--- src/rtl/modular_inverse_macros.svh ---
// Assertion macros shared by the modular inverse block.
`ifndef MODULAR_INVERSE_MACROS_SVH
`define MODULAR_INVERSE_MACROS_SVH

// Checked property that is skipped while reset is high.
`define MI_ASSERT(name, prop, msg) \
  name: assert property (@(posedge clk) disable iff (rst) prop) else $error(msg);

// Checked property that also holds during reset.
`define MI_ASSERT_ALWAYS(name, prop, msg) \
  name: assert property (@(posedge clk) prop) else $error(msg);

`endif

--- src/rtl/modinv_pkg.sv ---
// Types and constants shared by the modular inverse block.
package modinv_pkg;

  localparam int WORD_BITS = 31;
  localparam int CNT_W     = $clog2(WORD_BITS);

  typedef logic [WORD_BITS-1:0] word_t;
  typedef logic [CNT_W-1:0]     cnt_t;

  localparam cnt_t CNT_LAST = cnt_t'(WORD_BITS - 1);

  // Input word.
  typedef struct packed {
    word_t value_in;
    word_t modulus;
  } in_word_t;

  // Result word.
  typedef struct packed {
    word_t inverse;
    logic  zero_input;
  } out_word_t;

  // Commands from the controller to the datapath.
  typedef struct packed {
    logic load;
    logic step;
    logic update;
    logic finish;
  } dp_cmd_t;

  // Status from the datapath to the controller.
  typedef struct packed {
    logic value_zero;
    logic rem_zero;
  } dp_sts_t;

  // Controller states, one-hot.
  typedef enum logic [3:0] {
    ST_IDLE = 4'b0001,
    ST_DIV  = 4'b0010,
    ST_UPD  = 4'b0100,
    ST_FIN  = 4'b1000
  } state_t;

endpackage

--- src/rtl/modular_inverse.sv ---
// Modular inverse by continued-fraction expansion: one word in, one word out.
// Each Euclid step finds one quotient bit per cycle, then does one numerator update.
// A word takes k quotient steps, k below 1.45*WORD_BITS+1; a zero value skips the
// division and goes straight to the result. One word at a time.
// The result shows for one cycle with done and cannot be stalled; a new word may
// start in that cycle. Synchronous reset clears the controller and the strobe.
module modular_inverse (
  input  logic                 clk,
  input  logic                 rst,
  input  logic                 start,
  input  modinv_pkg::in_word_t  item,
  output logic                 busy,
  output logic                 done,
  output modinv_pkg::out_word_t result
);
  import modinv_pkg::*;

  `include "modular_inverse_macros.svh"

  dp_cmd_t cmd;
  dp_sts_t sts;

  modinv_ctrl u_ctrl (
    .clk   (clk),
    .rst   (rst),
    .start (start),
    .sts   (sts),
    .cmd   (cmd),
    .busy  (busy),
    .done  (done)
  );

  modinv_dp u_dp (
    .clk    (clk),
    .item   (item),
    .cmd    (cmd),
    .sts    (sts),
    .result (result)
  );

  // Checks on the controller and datapath cooperation.
  `MI_ASSERT(a_accept_busy, (start && !busy) |=> busy, "accepted word did not make block busy")
  `MI_ASSERT(a_done_idle, done |-> !busy, "result strobe while busy")
  `MI_ASSERT(a_zero_result, (done && result.zero_input) |-> (result.inverse == '0), "zero value gave nonzero inverse")
  `MI_ASSERT_ALWAYS(a_cmd_onehot, $onehot0({cmd.load, cmd.step, cmd.update, cmd.finish}), "datapath commands overlap")

endmodule

--- src/rtl/modinv_dp.sv ---
// Datapath: bit-serial division with a fused shift-add for the convergent numerators.
module modinv_dp (
  input  logic                clk,
  input  modinv_pkg::in_word_t item,
  input  modinv_pkg::dp_cmd_t  cmd,
  output modinv_pkg::dp_sts_t  sts,
  output modinv_pkg::out_word_t result
);
  import modinv_pkg::*;

  word_t                divd;
  word_t                divs;
  logic [WORD_BITS:0]   rem;
  word_t                acc;
  word_t                cur;
  word_t                prev;
  word_t                mod;
  logic                 odd;
  logic                 zero;

  logic [WORD_BITS:0]   rem_sh;
  logic                 q_bit;
  word_t                acc_sh;

  // One restoring division step; the quotient bit feeds a Horner product with cur.
  always_comb begin
    rem_sh = {rem[WORD_BITS-1:0], divd[WORD_BITS-1]};
    q_bit  = (rem_sh >= {1'b0, divs});
    acc_sh = {acc[WORD_BITS-2:0], 1'b0};
  end

  // Working registers of the continued-fraction expansion.
  always_ff @(posedge clk) begin
    if (cmd.load) begin
      divd <= item.modulus;
      divs <= item.value_in;
      mod  <= item.modulus;
      rem  <= '0;
      acc  <= '0;
      cur  <= word_t'(1);
      prev <= '0;
      odd  <= 1'b1;
      zero <= (item.value_in == '0);
    end else if (cmd.step) begin
      divd <= {divd[WORD_BITS-2:0], 1'b0};
      rem  <= q_bit ? (rem_sh - {1'b0, divs}) : rem_sh;
      acc  <= acc_sh + (q_bit ? cur : '0);
    end else if (cmd.update) begin
      divd <= divs;
      divs <= rem[WORD_BITS-1:0];
      cur  <= acc + prev;
      prev <= cur;
      odd  <= ~odd;
      rem  <= '0;
      acc  <= '0;
    end
  end

  // Result register, loaded once the expansion has ended.
  always_ff @(posedge clk) begin
    if (cmd.finish) begin
      if (zero) begin
        result.inverse    <= '0;
        result.zero_input <= 1'b1;
      end else begin
        result.inverse    <= odd ? (mod - prev) : prev;
        result.zero_input <= 1'b0;
      end
    end
  end

  assign sts.value_zero = (item.value_in == '0);
  assign sts.rem_zero   = (rem == '0);

endmodule

--- src/rtl/modinv_ctrl.sv ---
// Controller: sequences division steps, numerator updates and the result word.
module modinv_ctrl (
  input  logic                clk,
  input  logic                rst,
  input  logic                start,
  input  modinv_pkg::dp_sts_t  sts,
  output modinv_pkg::dp_cmd_t  cmd,
  output logic                busy,
  output logic                done
);
  import modinv_pkg::*;

  state_t state;
  state_t state_next;
  cnt_t   cnt;
  cnt_t   cnt_next;
  logic   done_next;

  // Next-state logic.
  always_comb begin
    state_next = state;
    cnt_next   = cnt;
    cmd        = '0;
    done_next  = 1'b0;
    case (state)
      ST_IDLE: begin
        if (start) begin
          cmd.load   = 1'b1;
          cnt_next   = CNT_LAST;
          state_next = sts.value_zero ? ST_FIN : ST_DIV;
        end
      end
      ST_DIV: begin
        cmd.step = 1'b1;
        if (cnt == '0) begin
          state_next = ST_UPD;
        end else begin
          cnt_next = cnt - cnt_t'(1);
        end
      end
      ST_UPD: begin
        cmd.update = 1'b1;
        cnt_next   = CNT_LAST;
        state_next = sts.rem_zero ? ST_FIN : ST_DIV;
      end
      ST_FIN: begin
        cmd.finish = 1'b1;
        done_next  = 1'b1;
        state_next = ST_IDLE;
      end
      default: begin
        state_next = ST_IDLE;
      end
    endcase
  end

  // State, bit counter and result strobe.
  always_ff @(posedge clk) begin
    if (rst) begin
      state <= ST_IDLE;
      cnt   <= '0;
      done  <= 1'b0;
    end else begin
      state <= state_next;
      cnt   <= cnt_next;
      done  <= done_next;
    end
  end

  assign busy = (state != ST_IDLE);

endmodule

--- config.mk ---
export PLATFORM = sky130hd
export DESIGN_NAME = modular_inverse
export DESIGN_NICKNAME = d
export VERILOG_FILES = /design/src/rtl/modinv_pkg.sv /design/src/rtl/modular_inverse.sv /design/src/rtl/modinv_dp.sv /design/src/rtl/modinv_ctrl.sv
export VERILOG_INCLUDE_DIRS = /design/src /design/src/rtl
export SDC_FILE = /design/constraint.sdc
export NUM_CORES = 1
export LEC_CHECK = 0
export ABC_AREA = 1
export BUFFER_PORTS_ARGS = -buffer_cell sky130_fd_sc_hd__buf_4
export CORE_UTILIZATION = 41
export DETAILED_ROUTE_END_ITERATION = 10
export PLACE_DENSITY = 0.63
export SETUP_SLACK_MARGIN = 0.5
export SLEW_MARGIN = 20
export SYNTH_ARGS = -nofsm -noshare
export SYNTH_HDL_FRONTEND = slang
export SYNTH_SLANG_ARGS = --single-unit
--- constraint.sdc ---
create_clock -name clk -period 4.13 [get_ports clk]
set_input_delay 0.826 -clock clk [delete_from_list [all_inputs] [get_ports clk]]
set_output_delay 0.826 -clock clk [all_outputs]
set_load 0.02 [all_outputs]
* After elaboration in Yosys (flattened, before gate mapping)
Index checks and enable logic that the tools add are counted.
** Word-level totals
- Bits of input ports :: 65
- Logic and storage cells :: 69
- Bits in registers :: 262
- Output and inout port bits :: 34
** Cells by class
- Bitwise logic cells :: 2
- Add/subtract/negate cells :: 5
- Reductions and logical operators :: 11
- Magnitude comparators :: 1
- Multiplexer cells :: 27
- Equality and inequality tests :: 9
** Operator list (number)
- 31-bit 2-to-1 mux :: 10
- 32-bit 2-to-1 mux :: 3
- 31-bit adder :: 2
- 32-bit by 31-bit greater-or-equal comparator with 1-bit output :: 1
- 32-bit logical NOT :: 1
- 32-bit by 31-bit subtractor with 32-bit output :: 1
- 31-bit logical NOT :: 1
- 31-bit subtractor :: 1
- 4-bit 2-to-1 mux :: 4
- 5-bit one-hot mux with 3 select lines :: 1
- 4-bit one-hot mux with 3 select lines :: 1
- 5-bit 2-to-1 mux :: 2
- 1-bit 2-to-1 mux :: 6
- 2-bit AND reduction :: 3
- 3-bit nonzero test :: 2
- 5-bit logical NOT :: 1
- 5-bit by 1-bit subtractor with 5-bit output (second input constant) :: 1
- 4-bit by 1-bit == test with 1-bit output (second input constant) :: 1
- 4-bit by 2-bit == test with 1-bit output (second input constant) :: 1
- 4-bit by 3-bit == test with 1-bit output (second input constant) :: 1
- 4-bit == test (second input constant) :: 1
- 2-bit by 1-bit != test with 1-bit output (second input constant) :: 2
- 2-bit != test (second input constant) :: 2
- 4-bit by 1-bit != test with 1-bit output (second input constant) :: 1
- other kinds (3) :: 5

* Depth between registers and ports, before layout
- Depth in word-level cells :: 5
- Depth in mapped cells :: 33
- Gate-level depth less buffers :: 31

* Hierarchy
Synthesis repeated with hierarchy kept, for this count alone.
** Second synthesis, totals
- Cells, all modules :: 2478
- Area total of the unflattened synthesis :: 17665.7 um2
** By module, submodules not included
- modinv_dp :: times used 1, area each 17118.9 um2, seq. area each 6306.0 um2, cells an instance 2399
- modinv_ctrl :: times used 1, area each 546.8 um2, seq. area each 200.2 um2, cells an instance 79

* Worst setup path before layout
Ideal clock, no wire load.
- Kind :: register -> register
- Start :: register u_dp.divs[0]
- End :: register u_dp.acc[19]
- Path slack :: 0.347 ns
- Library setup time :: 0.114 ns
- Arrival time :: 3.669 ns
- Stages on the path, launching flop included :: 31
- Data required time :: 4.016 ns
- Buffers on the path :: 2
- Period minus slack after synthesis :: 3.783 ns
- Path through :: edfxtp_1 -> ha_1 -> fa_1 -> inv_1 -> nand3_1 -> nand2_2 -> nand2_1 -> nand2_2 -> nand2_1 -> nand3_1 -> nand2_1 -> nand2_1 -> buf_6 -> inv_2 -> buf_2 -> nor2_1 -> ha_1 -> inv_1 -> fa_1 -> inv_1 -> nand2_1 -> nand2_1 -> nand2_1 -> nand2_1 -> a21boi_0 -> o21ai_0 -> nand2_1 -> nor2_1 -> o21ai_0 -> nand3_1 -> nand2_1
** On the way
- Word-level cells in the longest chain between the ends :: 4
** Ends and longest elaborated chain
- start: declaration :: RTL line modinv_dp.sv:12 : word_t divs;
- start signal: assignment :: RTL line modinv_dp.sv:36 : divs <= item.value_in;
- start signal: assignment :: RTL line modinv_dp.sv:50 : divs <= rem[WORD_BITS-1:0];
- 32-bit by 31-bit greater-or-equal comparator with 1-bit output :: RTL line modinv_dp.sv:28 : q_bit = (rem_sh >= {1'b0, divs});
- 31-bit 2-to-1 mux :: RTL line modinv_dp.sv:47 : acc <= acc_sh + (q_bit ? cur : '0);
- 31-bit adder :: RTL line modinv_dp.sv:47
- 31-bit 2-to-1 mux :: RTL line modinv_dp.sv:44 : end else if (cmd.step) begin
- end signal: assignment :: RTL line modinv_dp.sv:47
- end: declaration :: RTL line modinv_dp.sv:14 : word_t acc;
No other way between the ends.
A chain may end at the register's enable or synchronous reset.

* Final worst setup path
Same ends and word-level chain as after synthesis.

==> flow_summary.yaml <==
yosys:
  synthXorXnorAreaFrac_pct: 2.719
  syn-mean-instance-area_um2: 7.189
  yosys.area.top_type: "edfxtp_1"
  yosys.area_share.simple_pct: 25.49
  synthAdderAreaFrac_pct: 9.069
  synthTopCellsByCount: "nand2_1, inv_1, nor2_1, a21oi_1, o21ai_0"
  synth-edff-count: 126
  synth-async-reset-ratio_pct: 0
  synth.area.mux_share_pct: 0
  yosysMostFrequentCell: "nand2_1"
  synth_fp_nets: 2655
  synth.top_cells.by_area: "edfxtp_1, dfxtp_1, nand2_1"
  netlist_area_mm2: 0.01771
  synthCells: 2464
  synth_seq_cells: 262
  seq_area_frac_synth_pct: 36.73
  synth_cell_types: 50
  yosysTopAreaCellShare_pct: 21.36
  synth_compound_gate_area_share_pct: 17.29
  synth_top_flop_cell: "dfxtp_1"
  yosys_warnings: 0
  synth_top_family_by_area: "simple AND/OR/NAND/NOR gates"
setup_path:
  required_ns: 4.66
  critPathSlowestCell: "edfxtp_1"
  path_common_cell: "nand2_2"
  critical_path_class: "reg -> reg"
  crit_path_max_fanout: 7
  cp-end-kind: "register"
  start_kind: "register"
  arrival_ns: 4.11
  max_stage_delay_ns: 0.44
clocking:
  cts_inserted_buffers: 31
  path_clk_slew_ns: 0.06
  max-clock-path-buffers: 3
  clock-sinks: 262
  cts_tree: "done"
  ctsHoldBuffers: 0
  cts_max_level: 1
  root_buffer: "clkbuf_16"
  clock_latency_ns: 0.59
cells_and_area:
  fin_nets: 2766
  antennaDiodeCount: 0
  finalNonFillerCells: 3177
  synthToLayoutAreaGrowth_pct: 18.15
  post_route_cells_drive_above_1_share_pct: 13.96
die:
  row_count: 75
  io_pins: 99
  die_height_um: 209.9
  die_w_um: 209.9
  die_area_mm2: 0.04404
  initial_core_util_pct: 41.86
  core_mm2: 0.04232
grt:
  grtUsageTotal_pct: 26.30
  grt_max_degree: 70
  grt_pass1_vias: 16160
  gr-total-overflow: 0
  grt_pass1_wl_um: 90320
  antenna_found_initial: 0
pwr:
  switching_share_pct: 28.20
  p_seq_share_pct: 43.2
  vdd_ir_drop_max_uv: 294.6
  combPwrFrac_pct: 14.6
  clkPwrFrac_pct: 42.2
  switchingPower_w: 0.001912
  p_int_w: 0.004868
  leakage_nw: 9.182
  p_total_w: 0.006780
  p_per_area_mw_per_mm2: 324.0
detailed_routing:
  drc: 0
  via_count: 17220
  wire_per_inst_um: 18.80
  drtAntennaViolNets: 0
  first_iter_violations: 1312
  viasPerCell: 5.419
  drt_pass1_iterations: 5
  wirelength_um: 59720
placed_design:
  portBuffers: 98
  place_inst: 3090
  gp_congestion: 0.9985
  pre_cts_ws_ns: 0.1026
  hpwl_um: 45390
timing:
  tns_ns: 0
  fin_crit_sh_pct: 86.59
  slew_headroom_pct: 29.01
  slew_violations: 0
  skew_ns: 0.01421
  rsz0062_at_grt: "yes"
  fin_ws_ns: 0.5538
  hold_viol: 0
  post-route-min-period_ns: 3.576
  clock.fmax_ghz: 0.2796
  tightest_slew_ns: 1.065
  setup_viol: 0
status:
  status: "complete, no violations"
min_path:
  min_path_type: "in -> reg"
run:
  cap_violations: 0
-- sequential cells by signal, summed over array words and instances, names as in the netlist, 5 cells and up --
name / flops
u_dp.divs: 31
u_dp.cur: 31
u_ctrl.cnt: 5
u_dp.acc: 31
u_dp.rem: 32
u_dp.divd: 31
u_dp.mod: 31
u_dp.result: 32
u_dp.prev: 31
-- power by group through the flow --
stage | clock, W | combinational (W) | sequential [W]
floorplan | 0 | 0.000644 | 0.00296
global placement | 0 | 0.000937 | 0.00298
detailed placement | 0 | 0.000945 | 0.00298
CTS | 0.00290 | 0.000956 | 0.00293
global route | 0.00299 | 0.00110 | 0.00294
finish | 0.00286 | 0.000987 | 0.00293
-- path summary, 6_finish.rpt --
kind                     start      endpoint  slack [ns]  cells past startpoint
setup / recovery  u_dp.divs[0]  u_dp.acc[19]        0.55                     29
setup reg to reg  u_dp.divs[0]  u_dp.acc[19]        0.55                     29
hold reg to reg   u_dp.cur[17]  u_dp.cur[17]        0.47                      2
hold / removal        item[20]  u_dp.mod[20]        0.43                      1
-- per-stage QoR --
stage	util [%]	cell area [µm²]	hold slack, ns
floorplan	-	17720	0.4244
global placement	44.91	19010	0.4491
detailed placement	44.91	19010	0.4522
CTS	47.69	20180	0.4026
global route	49.45	20930	0.4122
finish	49.45	20930	0.4259
-- routing by layer --
| layer | global-route usage [%] | share of wire, % | vias up |
|---|---|---|---|
| li1 | - | - | 8506 |
| met1 | 35.65 | 46 | 8118 |
| met2 | 43.61 | 46 | 513 |
| met3 | 3.666 | 5.5 | 80 |
| met4 | 7.425 | 2.8 | 0 |
| met5 | 0 | 0 | - |
-- critical path: cells and delay by family (launching register included) --
kind	cells	cell delay (ns)
fa+ha+maj	4	1.05
flops	1	0.44
compound gates	2	0.29
buf+inv	4	0.26
simple gates	19	1.49
-- placed cells by master, fill, tap and decap left out, drive strengths merged, types with 6 or more instances in the layout --
cell	synthesis	final
buf	34	144
or2	8	8
nand2	608	608
nor3	31	31
nand3	151	151
clkinv	1	10
nor4	22	22
edfxtp	126	126
xor2	20	20
clkbuf	34	42
inv	322	325
nor2	225	225
a21o	17	17
nand4	28	28
a31oi	32	32
a21oi	229	229
dfxtp	136	136
ha	122	122
o21a	12	12
xnor2	35	35
o22ai	42	42
nand3b	6	6
o21bai	13	13
o211ai	9	9
o21ai	184	184
-- cells by family (layout without fill, tap and decap cells) --
| logic type | after synthesis | after routing |
|---|---|---|
| adders and majority gates | 126 | 126 |
| xor gates and xnor gates | 55 | 55 |
| AOI/OAI and AO/OA | 548 | 548 |
| buffers and inverters | 391 | 527 |
| DFF | 262 | 262 |
| and+or+nand+nor | 1082 | 1082 |
-- area by class of cell --
type | count | area (µm²)
timing repair buffer | 146 | 1151
inverter | 323 | 1220
sequential | 262 | 6507
tap | 577 | 721.9
clock inverter | 18 | 192.7
multi-input combinational | 1811 | 10270
clock buffer | 40 | 863.3
fill | 4230 | 21390
-- timing repair --
| item | 4_1_cts | 5_1_grt |
|---|---|---|
| setup endpoints to repair | 20 | 23 |
| buffers inserted | 7 | 19 |
| gates resized for setup | 24 | 135 |
| pin swaps | 7 | 36 |
| gates cloned | 0 | 3 |
(Power assumes the default switching activity.)
